--- config.mk ---
export PLATFORM = sky130hd
export DESIGN_NAME = moving_average_change_detector
export DESIGN_NICKNAME = d
export VERILOG_FILES = /design/src/rtl/core/macd_pkg.sv /design/src/rtl/core/moving_average_change_detector.sv /design/src/rtl/core/macd_div.sv
export SDC_FILE = /design/constraint.sdc
export NUM_CORES = 1
export LEC_CHECK = 0
export BUFFER_PORTS_ARGS = -buffer_cell sky130_fd_sc_hd__buf_2
export CAP_MARGIN = 40
export CORE_MARGIN = 2
export CORE_UTILIZATION = 35
export DETAILED_ROUTE_END_ITERATION = 10
export SLEW_MARGIN = 10
export SYNTH_ARGS = -nofsm -noshare
export SYNTH_HDL_FRONTEND = slang
export SYNTH_SLANG_ARGS = --single-unit
export TNS_END_PERCENT = 50
--- constraint.sdc ---
create_clock -name i_clk -period 9.9 [get_ports i_clk]
set_clock_uncertainty 0.05 [all_clocks]
set_input_delay 0 -clock i_clk [delete_from_list [all_inputs] [get_ports i_clk]]
set_output_delay 0 -clock i_clk [all_outputs]
set_load 0.05 [all_outputs]
--- src/rtl/core/macd_pkg.sv ---
// shared types, constants and microcode program of the moving average change detector
`timescale 1ns / 1ps

package macd_pkg;

    // sample and average field width
    localparam int unsigned AXIS_W   = 16;
    localparam int unsigned NUM_AXES = 3;
    localparam int unsigned STEP_W   = 4;

    // threshold after reset: 0.5 m/s^2 in raw counts at 16384 counts per g
    localparam logic [AXIS_W-1:0] THRESH_RESET = 16'd835;

    // axis selectors
    localparam logic [1:0] AX_X = 2'd0;
    localparam logic [1:0] AX_Y = 2'd1;
    localparam logic [1:0] AX_Z = 2'd2;

    // condition that holds the sequencer on its current step
    typedef enum logic [1:0] {
        W_NONE = 2'd0,
        W_IN   = 2'd1,
        W_DIV  = 2'd2,
        W_OUT  = 2'd3
    } t_wait;

    // one control word
    typedef struct packed {
        t_wait             wait_on;
        logic              accept;
        logic              update;
        logic              div_start;
        logic              store;
        logic [1:0]        axis;
        logic              emit;
        logic              jump;
        logic [STEP_W-1:0] target;
    } t_uop;

    // program steps
    localparam logic [STEP_W-1:0] S_TAKE  = 4'd0;
    localparam logic [STEP_W-1:0] S_UPD   = 4'd1;
    localparam logic [STEP_W-1:0] S_DIVX  = 4'd2;
    localparam logic [STEP_W-1:0] S_STX   = 4'd3;
    localparam logic [STEP_W-1:0] S_DIVY  = 4'd4;
    localparam logic [STEP_W-1:0] S_STY   = 4'd5;
    localparam logic [STEP_W-1:0] S_DIVZ  = 4'd6;
    localparam logic [STEP_W-1:0] S_STZ   = 4'd7;
    localparam logic [STEP_W-1:0] S_EMIT  = 4'd8;

    // microcode rom
    function automatic t_uop macd_rom(input logic [STEP_W-1:0] step);
        t_uop u;
        u = '{wait_on: W_NONE, accept: 1'b0, update: 1'b0, div_start: 1'b0,
              store: 1'b0, axis: AX_X, emit: 1'b0, jump: 1'b0, target: S_TAKE};
        case (step)
            S_TAKE: begin
                u.wait_on = W_IN;
                u.accept  = 1'b1;
            end
            S_UPD: begin
                u.update = 1'b1;
            end
            S_DIVX: begin
                u.div_start = 1'b1;
                u.axis      = AX_X;
            end
            S_STX: begin
                u.wait_on = W_DIV;
                u.store   = 1'b1;
                u.axis    = AX_X;
            end
            S_DIVY: begin
                u.div_start = 1'b1;
                u.axis      = AX_Y;
            end
            S_STY: begin
                u.wait_on = W_DIV;
                u.store   = 1'b1;
                u.axis    = AX_Y;
            end
            S_DIVZ: begin
                u.div_start = 1'b1;
                u.axis      = AX_Z;
            end
            S_STZ: begin
                u.wait_on = W_DIV;
                u.store   = 1'b1;
                u.axis    = AX_Z;
            end
            S_EMIT: begin
                u.wait_on = W_OUT;
                u.emit    = 1'b1;
                u.jump    = 1'b1;
                u.target  = S_TAKE;
            end
            default: begin
                u.jump   = 1'b1;
                u.target = S_TAKE;
            end
        endcase
        return u;
    endfunction

endpackage

--- src/rtl/core/moving_average_change_detector.sv ---
// top level: sample ring, running sums, microcoded sequencer and output register
`timescale 1ns / 1ps

// Moving average change detector. Each input item carries one three-axis signed
// 16-bit sample; the block keeps the last WINDOW samples in a ring, divides each
// axis running sum by the number of samples held (up to WINDOW), truncating
// toward zero, and returns one result item per input item with the three
// averages and a flag that is set when any average moved by at least the
// programmed threshold since the previous item. Items are handled one at a time:
// the next item is taken in the cycle after the result is registered at the
// earliest, and the pace is set by the single bit-serial divider that the
// microcode runs once per axis. A new item is taken as soon as the sequencer is
// back at its first step, while the previous result may still wait in the output
// register; a result still waiting when the next one is done holds the sequencer.
// The threshold register may be written at any time the block is idle;
// o_cfg_ready is high whenever reset is released.
module moving_average_change_detector #(
    parameter int unsigned WINDOW = 10
) (
    input  logic        i_clk,
    input  logic        i_rst_n,
    // threshold write channel
    input  logic        i_cfg_valid,
    output logic        o_cfg_ready,
    input  logic [15:0] i_cfg_data,
    // sample items
    input  logic        s_axis_tvalid,
    output logic        s_axis_tready,
    input  logic [47:0] s_axis_tdata,   // sample_x, sample_y, sample_z
    // result items
    output logic        m_axis_tvalid,
    input  logic        m_axis_tready,
    output logic [55:0] m_axis_tdata    // avg_x, avg_y, avg_z, change_seen, zero pad
);

    import macd_pkg::*;

    localparam int unsigned LOG_W  = $clog2(WINDOW);
    localparam int unsigned SUM_W  = AXIS_W + 1 + LOG_W;
    localparam int unsigned MAG_W  = AXIS_W + LOG_W;
    localparam int unsigned CNT_W  = $clog2(WINDOW + 1);
    localparam int unsigned SLOT_W = (WINDOW > 1) ? LOG_W : 1;

    // sequencer
    logic [STEP_W-1:0] r_step;
    logic [STEP_W-1:0] n_step;
    t_uop              uop;
    logic              stall;
    logic              go;

    // datapath state
    logic [3*AXIS_W-1:0]       r_ring [WINDOW];
    logic [3*AXIS_W-1:0]       r_old;
    logic [3*AXIS_W-1:0]       r_in;
    logic [SLOT_W-1:0]         r_slot;
    logic [CNT_W-1:0]          r_fill;
    logic signed [SUM_W-1:0]   r_sum  [NUM_AXES];
    logic signed [AXIS_W-1:0]  r_prev [NUM_AXES];
    logic signed [AXIS_W-1:0]  r_avg  [NUM_AXES];
    logic                      r_change;
    logic                      r_neg;
    logic [AXIS_W-1:0]         r_thresh;
    logic                      r_out_valid;
    logic [55:0]               r_out_data;

    // divider hookup
    logic signed [SUM_W-1:0]   sel_sum;
    logic [SUM_W-1:0]          sum_mag;
    logic                      div_busy;
    logic [MAG_W-1:0]          div_quot;
    logic [MAG_W:0]            quot_ext;
    logic signed [AXIS_W-1:0]  new_avg;
    logic signed [AXIS_W:0]    avg_diff;
    logic [AXIS_W:0]           diff_mag;
    logic                      ring_full;

    // control word and hold condition
    always_comb begin
        uop = macd_rom(r_step);
        case (uop.wait_on)
            W_NONE:  stall = 1'b0;
            W_IN:    stall = !s_axis_tvalid;
            W_DIV:   stall = div_busy;
            W_OUT:   stall = r_out_valid;
            default: stall = 1'b0;
        endcase
        go = !stall;
        if (stall) begin
            n_step = r_step;
        end else if (uop.jump) begin
            n_step = uop.target;
        end else begin
            n_step = r_step + 1'b1;
        end
    end

    // step counter
    always_ff @(posedge i_clk) begin
        if (!i_rst_n) begin
            r_step <= S_TAKE;
        end else begin
            r_step <= n_step;
        end
    end

    // no item is taken while reset is held
    assign s_axis_tready = uop.accept && i_rst_n;

    // threshold register
    assign o_cfg_ready = i_rst_n;
    always_ff @(posedge i_clk) begin
        if (!i_rst_n) begin
            r_thresh <= THRESH_RESET;
        end else if (i_cfg_valid) begin
            r_thresh <= i_cfg_data;
        end
    end

    // input capture
    always_ff @(posedge i_clk) begin
        if (go && uop.accept) begin
            r_in <= s_axis_tdata;
        end
    end

    // sample ring: one write and one registered read per cycle
    always_ff @(posedge i_clk) begin
        r_old <= r_ring[r_slot];
        if (go && uop.update) begin
            r_ring[r_slot] <= r_in;
        end
    end

    assign ring_full = r_fill == CNT_W'(WINDOW);

    // ring pointer and fill count
    always_ff @(posedge i_clk) begin
        if (!i_rst_n) begin
            r_slot <= '0;
            r_fill <= '0;
        end else if (go && uop.update) begin
            r_slot <= (r_slot == SLOT_W'(WINDOW - 1)) ? '0 : r_slot + 1'b1;
            if (!ring_full) begin
                r_fill <= r_fill + 1'b1;
            end
        end
    end

    // running sums: the overwritten sample leaves once the ring is full
    always_ff @(posedge i_clk) begin
        if (!i_rst_n) begin
            for (int k = 0; k < NUM_AXES; k++) begin
                r_sum[k] <= '0;
            end
        end else if (go && uop.update) begin
            for (int k = 0; k < NUM_AXES; k++) begin
                r_sum[k] <= r_sum[k]
                    - (ring_full ? SUM_W'(signed'(r_old[k*AXIS_W +: AXIS_W])) : '0)
                    + SUM_W'(signed'(r_in[k*AXIS_W +: AXIS_W]));
            end
        end
    end

    // divide the magnitude, restore the sign afterwards
    assign sel_sum = r_sum[uop.axis];
    assign sum_mag = sel_sum[SUM_W-1] ? SUM_W'(-sel_sum) : SUM_W'(sel_sum);

    always_ff @(posedge i_clk) begin
        if (go && uop.div_start) begin
            r_neg <= sel_sum[SUM_W-1];
        end
    end

    macd_div #(
        .DIVIDEND_W (MAG_W),
        .DIVISOR_W  (CNT_W)
    ) u_div (
        .i_clk      (i_clk),
        .i_rst_n    (i_rst_n),
        .i_start    (go && uop.div_start),
        .i_dividend (sum_mag[MAG_W-1:0]),
        .i_divisor  (r_fill),
        .o_busy     (div_busy),
        .o_quot     (div_quot)
    );

    // signed average and its distance from the previous one
    assign quot_ext = {1'b0, div_quot};
    assign new_avg  = r_neg ? AXIS_W'(-quot_ext) : AXIS_W'(quot_ext);
    assign avg_diff = (AXIS_W+1)'(new_avg) - (AXIS_W+1)'(r_prev[uop.axis]);
    assign diff_mag = avg_diff[AXIS_W] ? (AXIS_W+1)'(-avg_diff) : (AXIS_W+1)'(avg_diff);

    // previous averages
    always_ff @(posedge i_clk) begin
        if (!i_rst_n) begin
            for (int k = 0; k < NUM_AXES; k++) begin
                r_prev[k] <= '0;
            end
        end else if (go && uop.store) begin
            r_prev[uop.axis] <= new_avg;
        end
    end

    // averages and change flag of the item at work
    always_ff @(posedge i_clk) begin
        if (go && uop.accept) begin
            r_change <= 1'b0;
        end else if (go && uop.store) begin
            r_avg[uop.axis] <= new_avg;
            if (diff_mag[AXIS_W-1:0] >= r_thresh) begin
                r_change <= 1'b1;
            end
        end
    end

    // output register
    always_ff @(posedge i_clk) begin
        if (!i_rst_n) begin
            r_out_valid <= 1'b0;
        end else if (go && uop.emit) begin
            r_out_valid <= 1'b1;
        end else if (m_axis_tready) begin
            r_out_valid <= 1'b0;
        end
    end

    always_ff @(posedge i_clk) begin
        if (go && uop.emit) begin
            r_out_data <= {7'b0, r_change, r_avg[AX_Z], r_avg[AX_Y], r_avg[AX_X]};
        end
    end

    assign m_axis_tvalid = r_out_valid;
    assign m_axis_tdata  = r_out_data;

endmodule

--- src/rtl/core/macd_div.sv ---
// bit-serial restoring divider for unsigned magnitudes, one quotient bit per cycle
`timescale 1ns / 1ps

module macd_div #(
    parameter int unsigned DIVIDEND_W = 20,
    parameter int unsigned DIVISOR_W  = 4
) (
    input  logic                  i_clk,
    input  logic                  i_rst_n,
    input  logic                  i_start,
    input  logic [DIVIDEND_W-1:0] i_dividend,
    input  logic [DIVISOR_W-1:0]  i_divisor,
    output logic                  o_busy,
    output logic [DIVIDEND_W-1:0] o_quot
);

    localparam int unsigned CNT_W = $clog2(DIVIDEND_W + 1);

    logic [DIVIDEND_W-1:0] r_quo;
    logic [DIVISOR_W-1:0]  r_rem;
    logic [DIVISOR_W-1:0]  r_dvs;
    logic [CNT_W-1:0]      r_cnt;
    logic [DIVISOR_W:0]    trial;
    logic                  fits;

    // shift in the next dividend bit and try the subtraction
    assign trial = {r_rem, r_quo[DIVIDEND_W-1]};
    assign fits  = trial >= {1'b0, r_dvs};

    // iteration counter
    always_ff @(posedge i_clk) begin
        if (!i_rst_n) begin
            r_cnt <= '0;
        end else if (i_start) begin
            r_cnt <= CNT_W'(DIVIDEND_W);
        end else if (r_cnt != '0) begin
            r_cnt <= r_cnt - 1'b1;
        end
    end

    // remainder and quotient shift registers
    always_ff @(posedge i_clk) begin
        if (i_start) begin
            r_quo <= i_dividend;
            r_rem <= '0;
            r_dvs <= i_divisor;
        end else if (r_cnt != '0) begin
            r_quo <= {r_quo[DIVIDEND_W-2:0], fits};
            r_rem <= fits ? DIVISOR_W'(trial - {1'b0, r_dvs}) : trial[DIVISOR_W-1:0];
        end
    end

    assign o_busy = r_cnt != '0;
    assign o_quot = r_quo;

endmodule
==> impl_metrics.json <==
{
  "drv_slew": 0,
  "clock.fmax_ghz": 0.1576,
  "die_y_um": 337.3,
  "htreeDepth": 3,
  "hold_violations": 0,
  "grt_overflow": 0,
  "via_per_inst": 4.880,
  "avgSynthCellArea_um2": 14.33,
  "grt_max_degree": 101,
  "synth_edf_count": 777,
  "dpl_cell_area_um2": 41440,
  "critPathMaxFanout": 16,
  "grt_pass1_vias": 22234,
  "cts_num_sinks": 864,
  "critPathCaptureType": "flip-flop",
  "drt_iter0_markers": 1769,
  "wirelength_um": 85680,
  "critPathArrivalTime_ns": 6.82,
  "drive_above_1_share": 0.1427,
  "p_total_mw": 14.00,
  "drtPass1Iterations": 7,
  "die-area_um2": 113800,
  "tns_ns": 0,
  "io_pins": 128,
  "nNetsFinal": 3262,
  "clock_latency_ns": 0.67,
  "die_x_um": 337.3,
  "period_share": 0.6408,
  "synth_area_leaders": "edfxtp_1, mux4_2, dfxtp_1",
  "min_period_ns": 6.344,
  "start_util": 0.3522,
  "yosysSeqAreaShare": 0.6450,
  "regArea_um2": 25090,
  "antenna_found_initial": 1,
  "clk_pin_slew_ns": 0.06,
  "grt_pass1_wl_um": 131800,
  "cts_setup_buffers": 0,
  "finalSetupViolCount": 0,
  "outcome": "complete, no violations",
  "p_comb_frac": 0.382,
  "hold_slack_ns": 0.03190,
  "ctsResizeCount": 0,
  "clk_path_buf_depth": 3,
  "ys_async_sr_fraction": 0,
  "multi_input_area_um2": 12330,
  "routedWlPerCell_um": 18.69,
  "yosys.area.top_type": "edfxtp_1",
  "synth_common_cells": "edfxtp_1, inv_1, nor2_1",
  "rows": 122,
  "vias": 22374,
  "p_int_mw": 9.024,
  "p_sw_frac": 0.3554,
  "powerDensity_nw_per_um2": 304.2,
  "power_frac_clock": 0.249,
  "track_usage": 0.1509,
  "synthCells": 2713,
  "rsz0062_at_grt": "no",
  "pre_cts_slack_ns": 3.533,
  "root_buffer": "clkbuf_16",
  "slew-limit-headroom": 0.3228,
  "ys_ff_latch": 864,
  "crit_type": "flip-flop to flip-flop",
  "final_area_um2": 46020,
  "cts_tree": "yes",
  "cts_buffers": 91,
  "tightestPinTransition_ns": 1.016,
  "drc_errors": 0,
  "drtAntennaViolNets": 0,
  "setup_ws_ns": 3.556,
  "p_sw_mw": 4.975,
  "critPathRequiredTime_ns": 10.38,
  "num-fill-cells": 10078,
  "leakagePower_nw": 16.65,
  "dp_hpwl_um": 56010,
  "syn_area_um2": 38870,
  "gp_congestion": 0.8496,
  "maxCapViolCount": 0,
  "synth_top_area_frac": 0.6002,
  "ys.flop_type": "edfxtp_1",
  "synth-warning-count": 0,
  "core-area_um2": 110400,
  "sequentialPowerShare": 0.369,
  "yosys.cell_types.count": 76,
  "ir_drop_uv": 148.0,
  "hold_class": "primary input to flip-flop",
  "n_antenna_cell": 0,
  "area_growth_pct": 18.37,
  "portBuffers": 120,
  "yosysMostFrequentCell": "edfxtp_1",
  "start_kind": "flip-flop"
}
-- registers in the layout, indices dropped and copies added, names as in the netlist --
name / count
r_change: 1
u_div.r_cnt: 5
u_div.r_dvs: 4
r_slot: 4
r_sum: 63
m_axis_tdata: 49
m_axis_tvalid: 1
r_old: 48
r_prev: 64
r_neg: 1
u_div.o_quot: 20
r_ring: 480
r_thresh: 16
r_avg: 48
r_fill: 4
r_in: 48
u_div.r_rem: 4
r_step: 4
-- critical path, cell delays in order (launching register included) --
cell and delay (ns):
dfxtp_1 0.35, inv_1 0.09, ha_1 0.28, or2_2 0.44, nand3b_1 0.59, o22ai_1 0.17, a31oi_1 0.19, ha_1 0.21
inv_1 0.06, fa_1 0.42, a211oi_1 0.36, o21bai_1 0.13, a21oi_1 0.18, xnor2_1 0.15, nor4b_1 0.68, a41oi_1 0.22
xnor2_1 0.17, ha_1 0.30, a21o_1 0.16, a211oi_1 0.35, o211ai_1 0.16, a2111oi_0 0.39, nor4_1 0.09
-- power groups by stage --
stage	Combinational [mW]	Sequential [mW]	Clock (mW)
floorplan	4.14	5.06	0
detailed placement	5.30	5.26	0
CTS	5.38	5.18	3.56
global route	6.05	5.23	3.71
finish	5.35	5.17	3.48
global placement	5.24	5.25	0
-- layout by cell type, fill, tap and decap left out, types with 13 or more instances in the layout --
cell,n
edfxtp_1,777
inv_1,293
nor2_1,150
dlygate4sd3_1,145
buf_2,121
a21oi_1,119
ha_1,112
nand2_1,103
mux4_2,96
clkbuf_16,92
dfxtp_1,83
nor2b_1,78
mux2i_1,69
a211oi_1,64
fa_1,62
o21ai_0,60
and2_1,57
xor2_1,53
xnor2_1,53
buf_4,39
a21o_1,34
nor3_1,31
nand3_1,28
o21ai_1,22
nand2b_1,20
a222oi_1,17
and3_1,17
clkinv_2,17
a31oi_1,16
clkinv_1,16
o21a_1,15
or3_1,13
o221ai_1,13
-- layer usage --
layer | track usage | part of all wire
met5 | 0 | 0
met4 | 0.04673 | 0.027
met3 | 0.02294 | 0.042
met2 | 0.2516 | 0.48
met1 | 0.2028 | 0.45
-- worst paths after layout --
check                              start                          to  slack (ns)  cells past startpoint
setup / recovery  r_step[1]$_SDFFE_PN0N_       r_change$_SDFFE_PP0P_        3.56                     22
hold / removal           s_axis_tdata[1]           r_in[1]$_DFFE_PP_        0.03                      2
setup reg to reg  r_step[1]$_SDFFE_PN0N_       r_change$_SDFFE_PP0P_        3.56                     22
hold reg to reg   r_avg[1][11]$_DFFE_PP_  m_axis_tdata[27]$_DFFE_PP_        0.35                      0
-- metrics by stage --
step / utilization / cells
4_1_cts: 0.4168 / 4584
6_report: 0.4170 / 4585
3_5_place_dp: 0.3755 / 4268
2_1_floorplan: - / 2719
5_1_grt: 0.4170 / 4585
3_3_place_gp: 0.3740 / 4259
-- logic make-up (layout without fill, tap and decap cells) --
kind of cell | count (synthesis) | count (layout) | share of synthesized area
compound gates | 447 | 447 | 0.07686
other cells | 1 | 7 | 0.00009646
fa+ha+maj | 174 | 174 | 0.06798
buf+inv | 399 | 777 | 0.04023
xor+xnor | 106 | 106 | 0.02388
mux | 167 | 167 | 0.07396
simple gates | 555 | 555 | 0.07200
flops | 864 | 864 | 0.6450
-- area by class of cell --
class / instances / area share
clock inverters: 59 / 0.01387
repair buffers: 313 / 0.05503
multi-input cells: 1456 / 0.2679
flip-flops and latches: 864 / 0.5452
inverters: 293 / 0.02390
clock buffers: 112 / 0.05362
well taps: 1488 / 0.04046
-- timing repair --
action | in CTS | in global routing
endpoints found under the hold margin | 82 | 0
endpoints found under the setup margin | 0 | 0
hold buffers | 145 | 0
Power figures use the tool's default switching activity.
